### src/all_pairs_shortest_path_assert.svh
// ---------------------------------------------------------------------------
// Assertion macros for the all-pairs shortest path engine
// Concurrent checks in simulation, empty bodies in synthesis.
// ---------------------------------------------------------------------------
`ifndef ALL_PAIRS_SHORTEST_PATH_ASSERT_SVH
`define ALL_PAIRS_SHORTEST_PATH_ASSERT_SVH

`ifndef SYNTHESIS

// same-cycle implication
`define APSP_ASSERT_IMPL(label, clk, rst, ante, cons, msg) \
   label: assert property (@(posedge clk) disable iff (rst) (ante) |-> (cons)) \
      else $error(msg);

// next-cycle implication
`define APSP_ASSERT_NEXT(label, clk, rst, ante, cons, msg) \
   label: assert property (@(posedge clk) disable iff (rst) (ante) |=> (cons)) \
      else $error(msg);

`else

`define APSP_ASSERT_IMPL(label, clk, rst, ante, cons, msg)

`define APSP_ASSERT_NEXT(label, clk, rst, ante, cons, msg)

`endif

`endif

### src/apsp_pkg.sv
// ---------------------------------------------------------------------------
// apsp_pkg
// Shared widths, command codes, controller states and control structs.
// ---------------------------------------------------------------------------
`timescale 1ns / 1ps
`default_nettype none

package apsp_pkg;

   localparam int CMD_W    = 2;
   localparam int VERTEX_W = 6;
   localparam int WEIGHT_W = 16;
   localparam int DIST_W   = 22;
   localparam int VIA_W    = 7;
   localparam int COUNT_W  = 7;

   localparam logic [DIST_W-1:0]  DIST_INF           = 22'h3FFFFF;
   localparam logic [COUNT_W-1:0] VERTEX_COUNT_RESET = 7'd64;

   // request command codes
   localparam logic [CMD_W-1:0] CMD_LOAD = 2'd0;
   localparam logic [CMD_W-1:0] CMD_RUN  = 2'd1;
   localparam logic [CMD_W-1:0] CMD_READ = 2'd2;

   typedef enum logic [2:0] {
      ST_IDLE,
      ST_ROW,
      ST_PIVOT,
      ST_FETCH,
      ST_UPDATE
   } apsp_state_type;

   // controller -> datapath
   typedef struct packed {
      logic host_wr;    // load word into store
      logic host_rd;    // read pair for a response
      logic cnt_clear;  // zero k, i, j
      logic pivot_rd;   // read d[i][k]
      logic pivot_cap;  // latch d[i][k]
      logic pair_rd;    // read d[k][j] and d[i][j]
      logic relax;      // compare, write back, step counters
      logic finish;     // issue run-done response
   } apsp_cmd_type;

   // datapath -> controller
   typedef struct packed {
      logic last_j;
      logic last_i;
      logic last_k;
      logic n_zero;
   } apsp_status_type;

endpackage

`default_nettype wire

### src/apsp_ctrl.sv
// ---------------------------------------------------------------------------
// apsp_ctrl
// Sequencer: request decode and the k/i/j relaxation walk.
// ---------------------------------------------------------------------------
`timescale 1ns / 1ps
`default_nettype none

module apsp_ctrl import apsp_pkg::*; (
   input  wire logic             clock,
   input  wire logic             reset,
   input  wire logic             start,
   input  wire logic [CMD_W-1:0] command,
   input  wire apsp_status_type  status,
   output logic                  busy,
   output apsp_cmd_type          cmd
);

   apsp_state_type state_ff;
   apsp_state_type state_in;

   always_ff @(posedge clock) begin
      if (reset) begin
         state_ff <= ST_IDLE;
      end else begin
         state_ff <= state_in;
      end
   end

   always_comb begin
      state_in = state_ff;
      cmd      = '0;
      busy     = 1'b1;
      unique case (state_ff)
         ST_IDLE: begin
            busy = 1'b0;
            if (start) begin
               unique case (command)
                  CMD_LOAD: begin
                     cmd.host_wr = 1'b1;
                  end
                  CMD_READ: begin
                     cmd.host_rd = 1'b1;
                  end
                  CMD_RUN: begin
                     if (status.n_zero) begin
                        cmd.finish = 1'b1;
                     end else begin
                        cmd.cnt_clear = 1'b1;
                        state_in      = ST_ROW;
                     end
                  end
                  default: begin
                  end
               endcase
            end
         end
         ST_ROW: begin
            cmd.pivot_rd = 1'b1;
            state_in     = ST_PIVOT;
         end
         ST_PIVOT: begin
            cmd.pivot_cap = 1'b1;
            cmd.pair_rd   = 1'b1;
            state_in      = ST_UPDATE;
         end
         ST_FETCH: begin
            cmd.pair_rd = 1'b1;
            state_in    = ST_UPDATE;
         end
         ST_UPDATE: begin
            cmd.relax = 1'b1;
            if (!status.last_j) begin
               state_in = ST_FETCH;
            end else if (!status.last_i || !status.last_k) begin
               state_in = ST_ROW;
            end else begin
               cmd.finish = 1'b1;
               state_in   = ST_IDLE;
            end
         end
         default: begin
            state_in = ST_IDLE;
         end
      endcase
   end

endmodule

`default_nettype wire

### config.mk
export PLATFORM = sky130hd
export DESIGN_NAME = apsp_ctrl
export DESIGN_NICKNAME = d
export VERILOG_FILES = /design/src/all_pairs_shortest_path_assert.svh /design/src/apsp_pkg.sv /design/src/apsp_ctrl.sv
export SDC_FILE = /design/constraint.sdc
export NUM_CORES = 1
export LEC_CHECK = 0
export BUFFER_PORTS_ARGS = -buffer_cell sky130_fd_sc_hd__buf_2
export CORE_AREA = 4 4 41 43
export CTS_BUF_LIST = sky130_fd_sc_hd__clkbuf_2 sky130_fd_sc_hd__clkbuf_4 sky130_fd_sc_hd__clkbuf_8
export DETAILED_ROUTE_END_ITERATION = 8
export DIE_AREA = 0 0 45 47
export MAX_ROUTING_LAYER = met4
export SYNTH_ARGS = -nofsm -noshare
export SYNTH_HDL_FRONTEND = slang
export SYNTH_SLANG_ARGS = --single-unit
### constraint.sdc
create_clock -name clock -period 2.1 [get_ports clock]
set_input_delay 0.42 -clock clock [delete_from_list [all_inputs] [get_ports clock]]
set_output_delay 0.42 -clock clock [all_outputs]
set_load 0.005 [all_outputs]
* Word-level counts from Yosys, hierarchy flattened
Cells that the tools add are included.
** Storage, ports and cells
- Logic and storage cells :: 40
- Input bits :: 9
- Register bits :: 3
** Cells by class
- Multiplexer cells :: 23
- Reduce and logical (&&, ||, !) cells :: 7
- Eq/ne operators :: 9
** Operators by type and width (number)
- $mux W3 :: 6
- $mux W1 :: 15
- $pmux W3 S4 :: 1
- $eq A3 B2 Y1 const B :: 2
- $ne A2 B2 Y1 const B :: 2
- $eq A3 B1 Y1 const B :: 1
- $eq A3 B3 Y1 const B :: 1
- $logic_not A3 Y1 :: 1
- $reduce_and A3 Y1 :: 1
- $eq A2 B1 Y1 const B :: 1
- $eq A2 B2 Y1 const B :: 1
- $logic_not A1 Y1 :: 2
- $logic_not A2 Y1 :: 1
- $ne A2 B1 Y1 const B :: 1
- $pmux W1 S2 :: 1
- $reduce_or A2 Y1 :: 1
- $logic_or A1 B1 Y1 :: 1

* Depth between registers and ports, before layout
Gate-level depths: netlist (run 1).
- Depth after elaboration :: 5
- Depth in mapped cells :: 3
- Mapped depth without buffers :: 3

* Worst setup path after synthesis (run 1)
No wires, ideal clock.
- Path type :: in2out
- Start :: in start
- End :: out cmd[0] (netlist bit)
- Required time :: 1680 ps
- Setup slack :: 501 ps
- Stages :: 2
- Arrival time :: 1179 ps
- Path buffers :: 0
- Path through :: or4b_4 -> o31ai_1
** RTL lines
- from (decl) :: RTL line apsp_ctrl.sv:11 : input wire logic start,
- to (decl) :: RTL line apsp_ctrl.sv:15 : output apsp_cmd_type cmd

==> reports/qor.csv, run 1 <==
stage,metric,value,unit
min_path,hold endpoint,state_ff[1],
outcome,outcome,completed,
layout,fillcell total,160,
global_route,initial antenna violation count,0,
die,initial core utilization,0.156,
synth,"Net Count, Synth",32,
global_route,largest net degree at the start of global routing,6,
die,die height,47,um
power,Leak,0.202,nW
timing,max_slew headroom,0.838,
detailed_routing,Detailed Route WL,588,um
timing,Worst Clk Skew,3.88,ps
clocking,CTS tree,built,
detailed_routing,DR iter-0 viols,5,
power,Power Dens Cells,590,nW/um^2
detailed_routing,Routed Antenna Nets,0,
min_path,worst hold path type,in2reg,
die,Die W,45,um
job,maxcap violations,0,
setup_path,reg2reg setup slack,740,ps
synth,Synth Area per Inst,8.81,um^2
detailed_routing,DR pass1 iterations,2,
synth,dominant cells by area after synthesis,"dfxtp_1 30%, nor4b_4 12%, nor3b_1 11%",
placement,placed cell count,56,
clocking,Post-CTS Setup Inserts,0,
clocking,CTS Buf Count,3,
timing,RSZ-0062 raised after global routing,no,
detailed_routing,DR vias,249,
layout,design area,344,um^2
setup_path,CP Data Arrival Time,1540,ps
placement,hpwl dp,500,um
die,core region area,1300,um^2
die,full die area,2120,um^2
synth,post-synthesis sequential area ratio,0.296,
min_path,Cells on Worst Hold Path,2,
layout,area of the multi-input gates,135,um^2
layout,max reg flops,3,
synth,"FF+latch count, synth",3,
timing,final setup violation count,0,
synth,Yosys top cell area share,0.296,
power,Final Power,203,uW
timing,final count of hold timing violations,0,
synth,Post-Syn Area,203,um^2
timing,Least-Margin Pin Slew,243,ps
detailed_routing,routed vias/inst,4.15,
synth,"Distinct cells, synth",16,
clocking,clock sinks,3,
layout,antenna cells,0,
placement,GPL Wtd Cong,0.591,
layout,Area Overhead vs Synth,69.8,%
layout,Final Core Density,0.264,
detailed_routing,Residual DRC,0,
timing,fin crit period,1960,ps
setup_path,crit end category,primary output,
global_route,Overflow after GRT,0,
global_route,total track usage,0.0603,
setup_path,FF-to-FF Start,state_ff[1],
clocking,post-cts hold buffer count,0,
synth,cell accounting for the most synthesized area,dfxtp_1,
timing,final setup TNS,0,ps
clocking,clk root buf,clkbuf_4,
power,peak supply drop,0.000225,V
synth,Mapped Cells,23,
setup_path,FF-to-FF End,state_ff[0],
setup_path,startpoint types,flop,
setup_path,"critical path fanouts, max",5,
timing,Fmax,0.509,GHz
layout,layout net count,55,
clocking,post-cts resize count,0,
clocking,"Clk Latency, worst-skew pair",240,ps
synth,YS warnings,0,
timing,final slew viol count,0,
die,I/O pin cnt,18,
layout,share of cells above drive strength 1,0.556,
layout,post-route non-filler standard cell count,60,
global_route,first-pass GRT wire length,828,um
layout,Biggest register,state_ff,
timing,final hold slack,375,ps
placement,# port buffers,17,
setup_path,R2R depth,3,
placement,DP Worst Slack,284,ps
global_route,vias in the first global route,245,
clocking,clock buffer depth,2,
layout,Reg area,60.1,um^2
detailed_routing,wire per inst,9.80,um
placement,placed instance area,314,um^2
die,Core Rows,13,
timing,final worst-path cycle share,0.936,
clocking,CTS HTree Levels,1,
min_path,Hold Crit Start,reset,
clocking,"Reg clk slew, reported paths",40,ps
setup_path,worst setup path class,reg2out,
setup_path,Worst Path Required,1680,ps
layout,top flop regs,state_ff: 3 flops,
timing,Setup WS post-layout,135,ps
routing by layer:
metal  part of all wire  track usage  vias to the layer above
met5                  0            -                        -
met4                  0       0.0526                        0
met3               0.11       0.0383                        0
met2               0.54        0.110                       11
met1               0.35       0.0363                      111
li1                   -            -                      127
Yosys cell counts:
cell type,count
dfxtp_1,3
nor2_1,3
nor3b_1,3
inv_1,2
a21oi_1,1
and2_1,1
nand2_1,1
nand3_1,1
nand4_1,1
nor3_1,1
nor4b_4,1
o21ba_1,1
o31ai_1,1
or2b_1,1
or3_2,1
or4b_4,1
where the power goes:
part	leakage, nW	switching (mW)	internal (mW)	total, mW
logic	0.160	0.0126	0.0155	0.0281
registers	0.0242	0.000929	0.0582	0.0591
clock network	0.0184	0.0316	0.0842	0.116
total	0.202	0.0451	0.158	0.203
worst max-delay path by stage:
| stage | startpoint | to | cells past startpoint |
|---|---|---|---|
| final | state_ff[1] | cmd[5] | 3 |
| after global routing | state_ff[1] | cmd[5] | 3 |
| after CTS | state_ff[1] | cmd[5] | 3 |
| after detailed placement | start | cmd[5] | 4 |
| after global placement | start | cmd[5] | 4 |
| after floorplan | start | cmd[0] | 2 |
cells in the final DEF, fill, tap and decap left out:
cell type  Yosys  routed
a21oi_1        1       1
o31ai_1        1       1
or3_2          1       1
or2b_1         1       1
buf_4          0       1
o21ba_1        1       1
or4b_4         1       1
and2_1         1       1
nor2_1         3       3
clkbuf_4       0       4
nand2_1        1       1
nor3b_1        3       3
nand3_1        1       1
buf_2          0      17
nor3_1         1       1
dfxtp_1        3       3
nand4_1        1       1
nor4b_4        1       1
inv_1          2       2
kinds of logic after synthesis:
kind of cell,count (synthesis),synth area share
AND/OR/NAND/NOR,15,0.556
flip-flops,3,0.296
AO/OA/AOI/OAI,3,0.111
buffers and inverters,2,0.0371
area by class of cell:
cell class	count	share of cell area
Multi-Input combinational cell	18	0.393
Tap cell	15	0.0545
Sequential cell	3	0.175
Timing Repair Buffer	18	0.269
Clock buffer	4	0.0873
Inverter	2	0.0218
worst max-delay path, stage by stage, from the launching register on:
cell and delay (ps):
dfxtp_1 330, or4b_4 580, nor4b_4 240, buf_2 150
(Power assumes the default switching activity.)
==> run 2: changes to the inputs <==
==> constraint.sdc (replaced) <==
create_clock -name clock -period 1.7 [get_ports clock]
set_input_delay 0.34 -clock clock [delete_from_list [all_inputs] [get_ports clock]]
set_output_delay 0.34 -clock clock [all_outputs]
set_load 0.005 [all_outputs]
==> reports/qor.csv, run 2 (synthesis results as in run 1) <==
stage,metric,value,unit
die,Die W,45,um
clocking,clock buffer depth,2,
clocking,"Clk Latency, worst-skew pair",230,ps
layout,top flop regs,state_ff: 3 flops,
layout,share of cells above drive strength 1,0.667,
placement,GPL Wtd Cong,0.608,
global_route,initial antenna violation count,0,
global_route,Overflow after GRT,0,
setup_path,CP Data Arrival Time,1510,ps
timing,final count of hold timing violations,0,
layout,Final Core Density,0.288,
timing,max_slew headroom,0.841,
detailed_routing,DR vias,265,
layout,Biggest register,state_ff,
layout,antenna cells,0,
die,initial core utilization,0.156,
min_path,Cells on Worst Hold Path,2,
global_route,total track usage,0.0733,
power,Leak,0.222,nW
clocking,CTS tree,built,
setup_path,startpoint types,flop,
placement,placed cell count,58,
detailed_routing,DR iter-0 viols,0,
timing,final worst-path cycle share,1.09,
detailed_routing,Detailed Route WL,612,um
timing,Worst Clk Skew,1.19,ps
power,Power Dens Cells,668,nW/um^2
power,Clock power frac,0.558,
die,Core Rows,13,
die,die height,47,um
timing,final setup violation count,4,
placement,hpwl dp,494,um
clocking,clock sinks,3,
setup_path,worst setup path class,reg2out,
timing,fin crit period,1850,ps
layout,Reg area,63.8,um^2
power,sequential power share,0.291,
layout,most frequent cells in the layout,"17 x buf_2, 4 x clkbuf_4, 4 x buf_4",
clocking,clk root buf,clkbuf_4,
setup_path,R2R depth,4,
timing,RSZ-0062 raised after global routing,yes,
die,core region area,1300,um^2
power,peak supply drop,0.000265,V
detailed_routing,Routed Antenna Nets,0,
placement,# port buffers,17,
global_route,first-pass GRT wire length,1030,um
clocking,CTS HTree Levels,1,
global_route,vias in the first global route,267,
power,Logic pwr share,0.151,
layout,layout net count,58,
job,maxcap violations,0,
timing,Fmax,0.539,GHz
min_path,worst hold path type,in2reg,
clocking,"Reg clk slew, reported paths",30,ps
layout,max reg flops,3,
die,full die area,2120,um^2
setup_path,crit end category,primary output,
timing,Setup WS post-layout,-155,ps
layout,area of the multi-input gates,140,um^2
power,Net Sw Frac,0.215,
power,Power Internal,197,uW
timing,final slew viol count,0,
layout,"leading cell type in the layout, fill and taps excluded",buf_2,
layout,post-route non-filler standard cell count,63,
outcome,failing checks,negative setup slack,
clocking,CTS Buf Count,3,
layout,fillcell total,157,
die,I/O pin cnt,18,
global_route,largest net degree at the start of global routing,6,
layout,Area Overhead vs Synth,85.2,%
detailed_routing,wire per inst,9.71,um
timing,final hold slack,289,ps
power,sw power,53.9,uW
detailed_routing,Residual DRC,0,
detailed_routing,routed vias/inst,4.21,
power,Final Power,251,uW
timing,Least-Margin Pin Slew,239,ps
setup_path,"critical path fanouts, max",4,
outcome,outcome,"complete, but fails checks",
setup_path,Worst Path Required,1360,ps
detailed_routing,DR pass1 iterations,1,
## run 2: path summary, 6_finish.rpt
kind / start / slack (ps) / to
worst max-delay path: state_ff[1] / -150 / cmd[5]
worst min-delay path: reset / 290 / state_ff[1]
worst max register to register: state_ff[1] / 260 / state_ff[0]
worst min register to register: state_ff[2] / 650 / state_ff[2]
## run 2: worst max-delay path, stage by stage (launching register included)
cell     delay (ps)
dfxtp_2         310
or4b_4          570
nor4b_4         250
buf_2           160
## run 2: power by group through the flow
| stage | combinational (mW) | clock, mW | sequential, mW |
|---|---|---|---|
| floorplan | 0.0147 | 0 | 0.0738 |
| global placement | 0.0365 | 0 | 0.0739 |
| detailed placement | 0.0369 | 0 | 0.0739 |
| CTS | 0.0383 | 0.148 | 0.0727 |
| global route | 0.0423 | 0.159 | 0.0730 |
| finish | 0.0379 | 0.140 | 0.0729 |
## run 2: metrics by stage
stage	worst slack, ps	TNS (ps)	area, um^2
6_report	-155	-389	375
5_1_grt	-228	-653	375
4_1_cts	-165	-396	373
3_5_place_dp	46.3	0	329
3_3_place_gp	51.4	0	329
2_1_floorplan	201	0	203
## run 2: area by class of cell
type | instances | area share
Timing Repair Buffer | 21 | 0.307
Multi-Input combinational cell | 18 | 0.373
Clock buffer | 4 | 0.0800
Sequential cell | 3 | 0.170
Tap cell | 15 | 0.0500
Inverter | 2 | 0.0200
## run 2: layer usage
layer  vias to the layer above  global-route usage  routed length, um
met5                         -                   -                  0
met4                         0              0.0702                  0
met3                         0              0.0230                 53
met2                         9               0.130                355
met1                       124              0.0590                203
li1                        132                   -                  -
## run 2: repair_timing
action / CTS / global route
gates resized for setup: 2 / 2
buffers inserted: 1 / 0
hold buffers: 0 / 0
pin swaps: 1 / 1
endpoints found under the setup margin: 4 / 4
endpoints found under the hold margin: 0 / 0
==> run 3: changes to the inputs <==
--- a/config.mk
+++ b/config.mk
@@ -5,6 +5,7 @@
 export SDC_FILE = /design/constraint.sdc
 export NUM_CORES = 1
 export LEC_CHECK = 0
+export ABC_AREA = 1
 export BUFFER_PORTS_ARGS = -buffer_cell sky130_fd_sc_hd__buf_2
 export CORE_AREA = 4 4 41 43
 export CTS_BUF_LIST = sky130_fd_sc_hd__clkbuf_2 sky130_fd_sc_hd__clkbuf_4 sky130_fd_sc_hd__clkbuf_8
==> reports/qor.csv, run 3 <==
stage,metric,value,unit
outcome,outcome,completed,
power,Leak,0.213,nW
clocking,CTS Buf Count,3,
synth,Async SR Flop Fraction,0,
synth,most frequent cells after synthesis,"8 x inv_1, 5 x nand2_1, 4 x nand3_1, 4 x nor2_1, 4 x nor3_1",
die,I/O pin cnt,18,
clocking,clk root buf,clkbuf_4,
synth,post-synthesis sequential area ratio,0.276,
min_path,Cells on Worst Hold Path,2,
setup_path,startpoint types,flop,
timing,final slew viol count,0,
synth,YS warnings,0,
power,Final Power,244,uW
detailed_routing,Residual DRC,0,
global_route,GR Util met1,0.0794,
timing,Setup WS post-layout,178,ps
layout,share of cells above drive strength 1,0.483,
placement,placed instance area,322,um^2
detailed_routing,DR vias,284,
setup_path,worst setup path class,reg2out,
synth,Mapped Cells,37,
global_route,vias in the first global route,259,
detailed_routing,DR pass1 iterations,2,
setup_path,crit end category,primary output,
timing,fin crit period,1520,ps
clocking,"Clk Latency, worst-skew pair",230,ps
die,initial core utilization,0.167,
global_route,initial antenna violation count,0,
layout,post-route non-filler standard cell count,73,
power,peak supply drop,0.000264,V
die,Die W,45,um
clocking,CTS tree,built,
timing,Worst Clk Skew,1.04,ps
power,Power Dens Cells,694,nW/um^2
timing,Least-Margin Pin Slew,224,ps
layout,layout net count,68,
job,maxcap violations,0,
synth,"EDFF count, synth",0,
min_path,worst hold path type,in2reg,
placement,hpwl dp,485,um
global_route,first-pass GRT wire length,986,um
setup_path,R2R depth,5,
global_route,GRT Max-Usage Layer,met4,
setup_path,CP Data Arrival Time,1180,ps
synth,Synth Area per Inst,5.88,um^2
layout,Biggest register,state_ff,
synth,Yosys top cell area share,0.276,
placement,DP Worst Slack,423,ps
placement,placed cell count,69,
setup_path,Crit. Startpoint,state_ff[1],
layout,most frequent cells in the layout,"17 x buf_2, 8 x inv_1, 5 x nand2_1",
detailed_routing,routed vias/inst,3.89,
setup_path,CP Cell Sequence,inv_2 > nand2_2 > nor2_2 > inv_2 > nor3_1 > buf_2,
synth,"Net Count, Synth",46,
setup_path,Crit-path slowest cell,dfxtp_1,
layout,Final Core Density,0.270,
global_route,GR met3 Demand/Resource,0.0230,
clocking,post-cts hold buffer count,0,
synth,ys flop type,dfxtp_1,
timing,final count of hold timing violations,0,
synth,top-count cell post-synth,inv_1,
global_route,M2 GR Usage,0.0876,
setup_path,"critical path fanouts, max",5,
setup_path,CP dominant cell by count,inv_2,
detailed_routing,wire per inst,7.71,um
setup_path,Worst Path Required,1360,ps
layout,"leading cell type in the layout, fill and taps excluded",buf_2,
clocking,clock sinks,3,
setup_path,FF-to-FF Start,state_ff[1],
die,Core Rows,13,
clocking,clock buffer depth,2,
global_route,total track usage,0.0709,
timing,final setup TNS,0,ps
min_path,Hold Crit Start,reset,
setup_path,"slowest stage delay, CP",310,ps
layout,top flop regs,state_ff: 3 flops,
synth,Post-Syn Area,218,um^2
global_route,Overflow after GRT,0,
clocking,Post-CTS Setup Inserts,0,
timing,RSZ-0062 raised after global routing,no,
clocking,"Reg clk slew, reported paths",30,ps
clocking,CTS HTree Levels,1,
placement,# port buffers,17,
die,die height,47,um
layout,fillcell total,156,
detailed_routing,Detailed Route WL,563,um
synth,"Distinct cells, synth",13,
synth,dominant cells by area after synthesis,"dfxtp_1 28%, inv_1 14%, nand3_1 9.2%",
layout,design area,352,um^2
timing,Fmax,0.657,GHz
layout,max reg flops,3,
timing,final worst-path cycle share,0.895,
timing,final setup violation count,0,
clocking,post-cts resize count,0,
die,core region area,1300,um^2
placement,GPL Wtd Cong,0.698,
timing,max_slew headroom,0.850,
detailed_routing,Routed Antenna Nets,0,
layout,antenna cells,0,
timing,final hold slack,300,ps
die,full die area,2120,um^2
layout,Area Overhead vs Synth,61.5,%
detailed_routing,DR iter-0 viols,5,
synth,cell accounting for the most synthesized area,dfxtp_1,
synth,"FF+latch count, synth",3,
global_route,largest net degree at the start of global routing,7,
==> run 3: cell count changes after synthesis, moves of 3 or more <==
cell | before | now
nand2_1 | 1 | 5
nor3_1 | 1 | 4
inv_2 | 0 | 3
nand3_1 | 1 | 4
inv_1 | 2 | 8
nor3b_1 | 3 | 0
==> run 3: final timing paths <==
path / end / slack [ps]
worst max-delay path: cmd[6] / 180
worst min-delay path: state_ff[1] / 300
worst max register to register: state_ff[0] / 810
worst min register to register: state_ff[2] / 490
==> run 3: layout make-up <==
type                    count  area, um^2  area share
multi-input cells          23         116       0.331
repair buffers             17        85.1       0.242
flip-flops and latches      3        60.1       0.171
inverters                  11        41.3       0.117
clock buffers               4        30.0      0.0854
well taps                  15        18.8      0.0534
==> run 3: cell families (layout without fill, tap and decap cells) <==
family          count (synthesis)  in the layout  share of synthesized area
compound gates                  3              3                     0.0862
simple gates                   20             20                      0.448
flops                           3              3                      0.276
buf+inv                        11             32                      0.190
==> run 3: routing by layer <==
metal	vias up	wire [um]
li1	154	-
met1	118	256
met2	12	266
met3	0	40
met4	0	0
met5	-	0
==> run 3: where the power goes <==
group	internal (mW)	total, mW	switching (mW)
Sequential	0.0719	0.0730	0.00107
Combinational	0.0157	0.0326	0.0169
Clock	0.104	0.138	0.0347
==> run 3: critical path, delay by kind of cell (launching register included) <==
kind / cells / cell delay (ps)
DFF: 1 / 310
and+or+nand+nor: 3 / 360
buffers and inverters: 3 / 290
